<file path="config.mk">
export PLATFORM = sky130hd
export DESIGN_NAME = farey_sequence_generator
export DESIGN_NICKNAME = d
export VERILOG_FILES = /design/src/fsg_pkg.sv /design/src/farey_sequence_generator.sv /design/src/fsg_datapath.sv /design/src/fsg_controller.sv
export SDC_FILE = /design/constraint.sdc
export NUM_CORES = 1
export LEC_CHECK = 0
export BUFFER_PORTS_ARGS = -buffer_cell sky130_fd_sc_hd__buf_2
export CORE_ASPECT_RATIO = 0.75
export CORE_MARGIN = 4
export CORE_UTILIZATION = 55
export DETAILED_ROUTE_END_ITERATION = 8
export GPL_TIMING_DRIVEN = 0
export PLACE_DENSITY = 0.72
export SYNTH_ARGS = -nofsm -noshare
export SYNTH_HDL_FRONTEND = slang
export SYNTH_SLANG_ARGS = --single-unit
</file>
<file path="constraint.sdc">
create_clock -name aclk -period 15.7 [get_ports aclk]
set_clock_uncertainty 0.05 [all_clocks]
set_input_delay 1.57 -clock aclk [delete_from_list [all_inputs] [get_ports aclk]]
set_output_delay 1.57 -clock aclk [all_outputs]
set_load 0.05 [all_outputs]
</file>
<file path="src/fsg_pkg.sv">
package fsg_pkg;

    typedef struct packed {
        logic accept;
        logic emit;
        logic div_step;
        logic mul_num;
        logic mul_den;
        logic update;
    } fsg_cmd_t;

    typedef struct packed {
        logic out_free;
        logic advance;
    } fsg_status_t;

endpackage

</file>
<file path="src/farey_sequence_generator.sv">
// Farey sequence generator: each input transfer asks for one term of the Farey
// sequence of order max_denominator (0 is taken as 1), emitted in ascending order
// from 0/1 to 1/1 as a numerator/denominator pair, with m_tlast set on 1/1; the
// term after 1/1 is 0/1 again, and restart set in a request gives 0/1 at once.
// A request is taken while the block is idle and its term is issued once the
// output register is free; the block then prepares the following term, paced
// by the restoring divider that finds floor((N + b) / d) one bit per cycle,
// followed by two passes through one shared multiplier and an update step.
// The first term of a run and the term 1/1 need no preparation.
// Write max_denominator only while the block is idle.
module farey_sequence_generator #(
    parameter int DENOM_WIDTH = 8
) (
    input  logic        aclk,
    input  logic        aresetn,
    input  logic        cfg_valid,
    output logic        cfg_ready,
    input  logic [7:0]  cfg_data,    // max_denominator
    input  logic        s_tvalid,
    output logic        s_tready,
    input  logic [7:0]  s_tdata,     // restart, zero pad
    output logic        m_tvalid,
    input  logic        m_tready,
    output logic [15:0] m_tdata,     // numerator, denominator
    output logic        m_tlast
);

    fsg_pkg::fsg_cmd_t    cmd;
    fsg_pkg::fsg_status_t status;

    assign cfg_ready = 1'b1;

    fsg_controller #(
        .DENOM_WIDTH(DENOM_WIDTH)
    ) u_ctrl (
        .aclk    (aclk),
        .aresetn (aresetn),
        .s_tvalid(s_tvalid),
        .s_tready(s_tready),
        .status  (status),
        .cmd     (cmd)
    );

    fsg_datapath #(
        .DENOM_WIDTH(DENOM_WIDTH)
    ) u_dp (
        .aclk     (aclk),
        .aresetn  (aresetn),
        .cmd      (cmd),
        .status   (status),
        .s_tdata  (s_tdata),
        .cfg_valid(cfg_valid),
        .cfg_data (cfg_data),
        .m_tvalid (m_tvalid),
        .m_tready (m_tready),
        .m_tdata  (m_tdata),
        .m_tlast  (m_tlast)
    );

endmodule

</file>
<file path="src/fsg_datapath.sv">
module fsg_datapath #(
    parameter int DENOM_WIDTH = 8
) (
    input  logic                aclk,
    input  logic                aresetn,
    input  fsg_pkg::fsg_cmd_t   cmd,
    output fsg_pkg::fsg_status_t status,
    input  logic [7:0]          s_tdata,
    input  logic                cfg_valid,
    input  logic [7:0]          cfg_data,
    output logic                m_tvalid,
    input  logic                m_tready,
    output logic [15:0]         m_tdata,
    output logic                m_tlast
);

    localparam int W  = DENOM_WIDTH;
    localparam int PW = 2 * W + 1;
    localparam int SW = 2 * W + 2;

    logic [7:0]    max_den_reg;
    logic          restart_reg;
    logic          at_start_reg;
    logic [W-1:0]  prev_num_reg, prev_den_reg, cur_num_reg, cur_den_reg;
    logic [W-1:0]  rem_reg;
    logic [W:0]    quo_reg;
    logic [PW-1:0] kc_reg, kd_reg;
    logic          m_tvalid_reg;
    logic [7:0]    out_num_reg, out_den_reg;
    logic          out_last_reg;

    logic [W+7:0]  cfg_ext;
    logic [W-1:0]  order_n;
    logic          starting, cur_is_one;
    logic [W:0]    dividend;
    logic [W:0]    trial, trial_diff;
    logic          trial_ge;
    logic [W-1:0]  mul_operand;
    logic [PW-1:0] product;
    logic signed [SW-1:0] p_s, q_s, one_s, dmask_s, zero_s;
    logic          term_ok;
    logic [W+7:0]  cur_num_ext, cur_den_ext;

    assign cfg_ext = {{W{1'b0}}, max_den_reg};
    assign order_n = (cfg_ext[W-1:0] == '0) ? W'(1) : cfg_ext[W-1:0];

    assign starting   = restart_reg || at_start_reg;
    assign cur_is_one = (cur_num_reg == W'(1)) && (cur_den_reg == W'(1));
    assign dividend   = {1'b0, order_n} + {1'b0, prev_den_reg};

    assign trial      = {rem_reg, quo_reg[W]};
    assign trial_ge   = trial >= {1'b0, cur_den_reg};
    assign trial_diff = trial - {1'b0, cur_den_reg};

    assign mul_operand = cmd.mul_den ? cur_den_reg : cur_num_reg;
    assign product     = PW'(quo_reg) * PW'(mul_operand);

    assign zero_s  = '0;
    assign one_s   = SW'(1);
    assign dmask_s = SW'((2 ** W) - 1);
    assign p_s = $signed({1'b0, kc_reg}) - $signed({{(W + 2){1'b0}}, prev_num_reg});
    assign q_s = $signed({1'b0, kd_reg}) - $signed({{(W + 2){1'b0}}, prev_den_reg});
    assign term_ok = (cur_den_reg != '0) && (q_s >= one_s) && (q_s <= dmask_s)
                     && (p_s >= zero_s) && (p_s < q_s);

    assign cur_num_ext = {8'd0, cur_num_reg};
    assign cur_den_ext = {8'd0, cur_den_reg};

    assign status.out_free = !m_tvalid_reg || m_tready;
    assign status.advance  = !starting && !cur_is_one;

    assign m_tvalid = m_tvalid_reg;
    assign m_tdata  = {out_den_reg, out_num_reg};
    assign m_tlast  = out_last_reg;

    always_ff @(posedge aclk) begin
        if (!aresetn) begin
            max_den_reg  <= 8'd1;
            restart_reg  <= 1'b0;
            at_start_reg <= 1'b1;
            prev_num_reg <= '0;
            prev_den_reg <= W'(1);
            cur_num_reg  <= '0;
            cur_den_reg  <= W'(1);
            m_tvalid_reg <= 1'b0;
        end else begin
            if (cfg_valid) begin
                max_den_reg <= cfg_data;
            end
            if (m_tvalid_reg && m_tready) begin
                m_tvalid_reg <= 1'b0;
            end
            if (cmd.accept) begin
                restart_reg <= s_tdata[0];
            end
            if (cmd.emit) begin
                m_tvalid_reg <= 1'b1;
                if (starting) begin
                    prev_num_reg <= '0;
                    prev_den_reg <= W'(1);
                    cur_num_reg  <= W'(1);
                    cur_den_reg  <= order_n;
                    at_start_reg <= 1'b0;
                end else if (cur_is_one) begin
                    prev_num_reg <= '0;
                    prev_den_reg <= W'(1);
                    cur_num_reg  <= '0;
                    cur_den_reg  <= W'(1);
                    at_start_reg <= 1'b1;
                end
            end
            if (cmd.update) begin
                prev_num_reg <= cur_num_reg;
                prev_den_reg <= cur_den_reg;
                cur_num_reg  <= term_ok ? p_s[W-1:0] : W'(1);
                cur_den_reg  <= term_ok ? q_s[W-1:0] : W'(1);
            end
        end
    end

    always_ff @(posedge aclk) begin
        if (cmd.emit) begin
            out_num_reg  <= starting ? 8'd0 : cur_num_ext[7:0];
            out_den_reg  <= starting ? 8'd1 : cur_den_ext[7:0];
            out_last_reg <= !starting && cur_is_one;
            rem_reg      <= '0;
            quo_reg      <= dividend;
        end
        if (cmd.div_step) begin
            rem_reg <= trial_ge ? trial_diff[W-1:0] : trial[W-1:0];
            quo_reg <= {quo_reg[W-1:0], trial_ge};
        end
        if (cmd.mul_num) begin
            kc_reg <= product;
        end
        if (cmd.mul_den) begin
            kd_reg <= product;
        end
    end

`ifndef ASSERT_OFF
    a_emit_free: assert property (@(posedge aclk) disable iff (!aresetn)
        cmd.emit |-> (!m_tvalid_reg || m_tready))
        else $error("result overwritten before transfer");
    a_den_nonzero: assert property (@(posedge aclk) disable iff (!aresetn)
        cmd.update |=> (cur_den_reg != '0) && (cur_num_reg < cur_den_reg || cur_is_one))
        else $error("invalid next term");
    a_last_is_one: assert property (@(posedge aclk) disable iff (!aresetn)
        (m_tvalid_reg && out_last_reg) |-> (out_num_reg == 8'd1 && out_den_reg == 8'd1))
        else $error("last flag on a term other than 1/1");
`endif

endmodule

</file>
<file path="src/fsg_controller.sv">
module fsg_controller #(
    parameter int DENOM_WIDTH = 8
) (
    input  logic                 aclk,
    input  logic                 aresetn,
    input  logic                 s_tvalid,
    output logic                 s_tready,
    input  fsg_pkg::fsg_status_t status,
    output fsg_pkg::fsg_cmd_t    cmd
);

    localparam int CNT_W = $clog2(DENOM_WIDTH + 2);
    localparam logic [CNT_W-1:0] LAST_STEP = CNT_W'(DENOM_WIDTH);

    typedef enum logic [2:0] {
        S_IDLE,
        S_EMIT,
        S_DIV,
        S_MULC,
        S_MULD,
        S_UPD
    } state_t;

    state_t           state_reg;
    logic [CNT_W-1:0] cnt_reg;

    assign s_tready = (state_reg == S_IDLE);

    always_comb begin
        cmd          = '0;
        cmd.accept   = (state_reg == S_IDLE) && s_tvalid;
        cmd.emit     = (state_reg == S_EMIT) && status.out_free;
        cmd.div_step = (state_reg == S_DIV);
        cmd.mul_num  = (state_reg == S_MULC);
        cmd.mul_den  = (state_reg == S_MULD);
        cmd.update   = (state_reg == S_UPD);
    end

    always_ff @(posedge aclk) begin
        if (!aresetn) begin
            state_reg <= S_IDLE;
            cnt_reg   <= '0;
        end else begin
            unique case (state_reg)
                S_IDLE: begin
                    if (s_tvalid) begin
                        state_reg <= S_EMIT;
                    end
                end
                S_EMIT: begin
                    cnt_reg <= '0;
                    if (status.out_free) begin
                        state_reg <= status.advance ? S_DIV : S_IDLE;
                    end
                end
                S_DIV: begin
                    if (cnt_reg == LAST_STEP) begin
                        state_reg <= S_MULC;
                    end else begin
                        cnt_reg <= cnt_reg + CNT_W'(1);
                    end
                end
                S_MULC: state_reg <= S_MULD;
                S_MULD: state_reg <= S_UPD;
                S_UPD:  state_reg <= S_IDLE;
                default: state_reg <= S_IDLE;
            endcase
        end
    end

`ifndef ASSERT_OFF
    a_div_done: assert property (@(posedge aclk) disable iff (!aresetn)
        (state_reg == S_DIV && cnt_reg == LAST_STEP) |=> (state_reg == S_MULC))
        else $error("divider did not hand over to multiply");
    a_upd_order: assert property (@(posedge aclk) disable iff (!aresetn)
        (state_reg == S_UPD) |-> ($past(state_reg) == S_MULD))
        else $error("update without both products");
    a_cnt_range: assert property (@(posedge aclk) disable iff (!aresetn)
        (state_reg == S_DIV) |-> (cnt_reg <= LAST_STEP))
        else $error("divider step count out of range");
`endif

endmodule

</file>
Yosys cells after proc, flatten, opt, wreduce, memory -nomap -nowiden
Cells that the tools add are included.
{"block": "totals", "reg_bits": 118, "in_bits": 21}
{"block": "classes", "add_sub_neg": 5, "multipliers": 1, "order_cmp": 5, "eq_ne": 12, "n_mux": 34, "n_reduce_logical": 28}
{"operator": "2-to-1 mux 8 bit", "n": 21}
{"operator": "subtractor 17 x 8 -> 18 bit", "n": 2}
{"operator": ">= comparator 18 x 1 -> 1 bit, second input constant", "n": 1}
{"operator": ">= comparator 18 x 2 -> 1 bit, second input constant", "n": 1}
{"operator": "<= comparator 18 x 9 -> 1 bit, second input constant", "n": 1}
{"operator": "< comparator 18 bit", "n": 1}
{"operator": "2-to-1 mux 9 bit", "n": 2}
{"operator": "multiplier 9 x 8 -> 17 bit", "n": 1}
{"operator": "== test 8 x 1 -> 1 bit, second input constant", "n": 2}
{"operator": "case mux 3 bit (5 select lines)", "n": 1}
{"operator": "logical AND 1 bit", "n": 10}
{"operator": "nonzero test 2 bit", "n": 5}
{"operator": "adder 8 x 8 -> 9 bit", "n": 1}
{"operator": ">= comparator 9 x 8 -> 1 bit", "n": 1}
{"operator": "2-to-1 mux 3 bit", "n": 3}
{"operator": "logical NOT 8 bit", "n": 1}
{"operator": "case mux 4 bit (2 select lines)", "n": 1}
{"operator": "nonzero test 8 bit", "n": 1}
{"operator": "subtractor 8 bit", "n": 1}
{"operator": "== test 3 x 2 -> 1 bit, second input constant", "n": 2}
{"operator": "== test 3 bit, second input constant", "n": 2}
{"operator": "AND reduction 2 bit", "n": 3}
{"operator": "adder 4 x 1 -> 4 bit, second input constant", "n": 1}
{"operator": "== test 4 bit, second input constant", "n": 1}
{"operator": "11 further kinds", "n": 19}

Longest topological paths before layout
{"block": "logic_depth", "ltp_word": 8, "ltp_mapped": 22, "mapped_depth_nobuf": 20}

By module
A second synthesis with hierarchy kept.
{"block": "unflattened", "hier_cells": 975, "area_unflattened_um2": 9193.8}
{"module": "fsg_datapath", "instances": 1, "cells_each": 916, "area_per_inst_um2": 8712.1, "seq_area_each_um2": 2902.8}
{"module": "fsg_controller", "instances": 1, "cells_each": 57, "area_per_inst_um2": 470.5, "seq_area_each_um2": 140.1}
{"module": "farey_sequence_generator", "instances": 1, "cells_each": 2, "area_per_inst_um2": 11.3, "seq_area_each_um2": 0.0}

Worst setup path after synthesis
OpenSTA, ideal clock, no wires.
{"block": "synth_path", "path_type": "register to register", "from": "register u_ctrl.state_reg[2]", "to": "register u_dp.kc_reg[15], data pin", "setup_ps": 271, "arrival_time_ps": 5846, "path_slack_ps": 9533, "stages_incl_launch_ff": 20, "path_buffers": 2, "synth_period_minus_slack_ps": 6167, "cell_sequence": "dfxtp_1 > clkbuf_1 > nor3b_1 > buf_1 > mux2i_1 > nor2b_1 > fa_1 > fa_1 > inv_1 > fa_1 > fa_1 > inv_1 > ha_1 > o21a_1 > o21ai_0 > nand2b_1 > a31o_2 > a41o_1 > o41ai_1 > xnor2_1"}
{"block": "synth_between", "elab_chain_len": 3}
{"item": "start: declaration", "line_no": "fsg_controller.sv:24", "source": "state_t state_reg;"}
{"item": "start signal: assignment", "line_no": "fsg_controller.sv:53", "source": "state_reg <= status.advance ? S_DIV : S_IDLE;"}
{"item": "== test 3 bit", "line_no": "fsg_controller.sv:35", "source": "cmd.mul_den = (state_reg == S_MULD);"}
{"item": "2-to-1 mux 8 bit", "line_no": "fsg_datapath.sv:55", "source": "assign mul_operand = cmd.mul_den ? cur_den_reg : cur_num_reg;"}
{"item": "multiplier 9 x 8 -> 17 bit", "line_no": "fsg_datapath.sv:56", "source": "assign product = PW'(quo_reg) * PW'(mul_operand);"}
{"item": "net u_dp.product[15]", "line_no": "fsg_datapath.sv:39", "source": "logic [PW-1:0] product;"}
{"item": "end signal: assignment", "line_no": "fsg_datapath.sv:134", "source": "kc_reg <= product;"}
{"item": "end: declaration", "line_no": "fsg_datapath.sv:27", "source": "logic [PW-1:0] kc_reg, kd_reg;"}
The timed path passes the listed nets, and every way through them passes these cells.
A chain may end at the register's enable or synchronous reset.

Worst setup path after layout
Ends and elaborated chain as after synthesis.

==> out/metrics.yaml <==
drc: 0
die_h_um: 119.5
worst_pin_slew_ps: 964.5
cap_violations: 0
path_clk_slew_ps: 60
antenna_found_initial: 0
clk-insertion-delay-late_ps: 420
crit_fanout: 26
yosys.area.top_type_share: 0.2239
grt_pass1_vias: 6798
ys_top_cells_by_area: "edfxtp_1 (22%), ha_1 (12%), dfxtp_1 (11%), fa_1 (10%), nor2b_1 (5.0%)"
layout_commonest_cell: "inv_1"
final_cell_mix: "inv_1 (115), ha_1 (87), nor2b_1 (73), edfxtp_1 (68), nor2_1 (63)"
layout_min_cycle_time_ps: 6571
num_rows: 40
area_growth_pct: 11.05
cts_tree: "yes"
start_kind: "flop"
start_util: 0.5658
crit_path_top_delay_cell: "mux2i_1"
fin_crit_sh: 0.4185
grt_max_degree: 27
critPathCaptureType: "flop"
synth.distinct_cells: 67
finalHoldViolCount: 0
wl_met2_mm: 8.910
hold_ws_ps: 461.3
timing.final.ws_setup_ps: 9129
syn_nets: 1099
final_util: 0.6283
hp-class: "reg2reg"
synth-async-reset-ratio: 0
synth-main-ff-cell: "edfxtp_1"
clock_sinks: 118
highest_layer: "met4"
syn_inst: 945
firstDrtPassIters: 5
p_total_w: 0.0008269
met3_wirelength_mm: 1.734
slew_headroom: 0.3570
hpwl_mm: 16.73
synth_area_sq_um: 9119
ys_ff_latch: 118
routabilityCongestion: 0.9179
outcome: "completed"
drive_above_1_share: 0.07746
ant_nets: 0
fin_nets: 1148
cts_buffer_depth: 2
clockRootBuffer: "clkbuf_16"
critPathKind: "reg2reg"
synth-edff-count: 68
ys_warn_count: 0
die_area_sq_um: 18720
powerDensity_nw_per_um2: 81.67
cp_cell_sequence: "clkbuf_1 -> nor3b_1 -> clkbuf_2 -> mux2i_1 -> nor2b_1 -> fa_1 -> fa_1 -> inv_1 -> fa_1 -> fa_1 -> inv_1 -> ha_1 -> o21a_1 -> o21ai_0 -> nand2b_1 -> a31o_2 -> a41o_1 -> o41ai_1 -> xnor2_1"
grt_util_all_layers: 0.2375
cp.required_ps: 15790
dp_slack_ps: 8584
finalSetupViolCount: 0
max_freq_mhz: 152.2
grt_first_pass_wirelength_mm: 34.90
die-width_um: 156.7
num_vias: 7080
finalSetupTns_ps: 0
leakage_nw: 4.272
routed_wl_mm: 21.64
post-synth-top-area-cell: "edfxtp_1"
drt_iter0_drc: 614
cts_buffers: 17
critPathMaxStageDelay_ps: 780
port_buffers: 30
ir_drop_uv: 63.96
hold_buffers: 0
vias_per_cell: 5.813
rsz0062_at_grt: "no"
crit_top_cell: "fa_1"
slew_viol_final: 0
cts_resized: 0
routedWlPerCell_um: 17.77
syn_area_per_cell_sq_um: 9.649
wl_met1_mm: 10.53
critPathArrivalTime_ps: 6660
io_pins: 41
grt_overflow: 0
ys_seq_area_frac: 0.3337
core_area_sq_um: 16120
h-tree-depth: 4
cts_setup_buffers: 0
-- path summary, 6_finish.rpt --
check                      startpoint                   to  slack (ps)  cells past startpoint
setup / recovery  u_ctrl.state_reg[2]      u_dp.kc_reg[15]        9130                     19
hold / removal    u_dp.max_den_reg[0]  u_dp.max_den_reg[0]         460                      2
setup reg to reg  u_ctrl.state_reg[2]      u_dp.kc_reg[15]        9130                     19
hold reg to reg   u_dp.max_den_reg[0]  u_dp.max_den_reg[0]         460                      2
-- critical path: cells and delay by family, from the launching register on --
kind / cells / cell delay (ps)
compound gates: 5 / 1100
simple gates: 3 / 480
buf+inv: 4 / 960
fa+ha+maj: 5 / 2370
xor+xnor: 1 / 170
mux: 1 / 780
flops: 1 / 340
-- cell usage after synthesis (all sizes together), types with 3 or more instances --
cell    number
a211oi       8
a21boi       7
a21o        13
a21oi       43
a22oi       16
a31o         8
and2        32
and3         9
buf          3
clkbuf      23
dfxtp       50
edfxtp      68
fa          46
ha          87
inv        115
mux2         4
mux2i       19
nand2       43
nand2b      16
nand3        7
nand4        7
nor2        63
nor2b       73
nor3        23
nor3b        3
nor4        10
o211ai       3
o21a         5
o21ai       36
o21bai       4
o22ai        3
o31ai        7
or2          3
or3          6
or4          8
or4b         5
xnor2       34
xor2        12
-- kinds of logic after synthesis --
family,Yosys count,synth area share
muxes,23,0.02580
adders and majority gates,133,0.2204
xor gates and xnor gates,46,0.04418
and+or+nand+nor,313,0.1880
other,1,0.0004112
buffers and inverters,141,0.05859
AOI/OAI and AO/OA,170,0.1290
DFF,118,0.3337
-- layer usage --
layer,global-route usage,up-vias
met1,0.3633,3391
met5,0,-
met4,0.06829,0
li1,-,3387
met3,0.06020,42
met2,0.3309,260
-- per-stage QoR --
step | instances | cell area, sq um
global placement | 1185 | 9532
finish | 1218 | 10130
CTS | 1217 | 10120
global route | 1217 | 10120
floorplan | 945 | 9119
detailed placement | 1185 | 9532
-- area by class of cell --
type / instances / area (sq um)
inverter: 115 / 431.7
timing repair buffer: 30 / 150.1
multi-input combinational: 686 / 5542
buffer: 26 / 103.9
sequential: 118 / 3043
clock buffer: 22 / 496.7
fill: 1415 / 5989
tap: 210 / 262.8
clock inverter: 10 / 93.84
antenna: 1 / 2.502
-- where the power goes --
group | leakage [nW] | switching [W] | internal [W] | total (W)
registers | 1.04 | 0.0000128 | 0.000339 | 0.000351
logic | 2.96 | 0.0000581 | 0.0000327 | 0.0000907
clock network | 0.274 | 0.000145 | 0.000240 | 0.000385
Power figures use the tool's default switching activity.
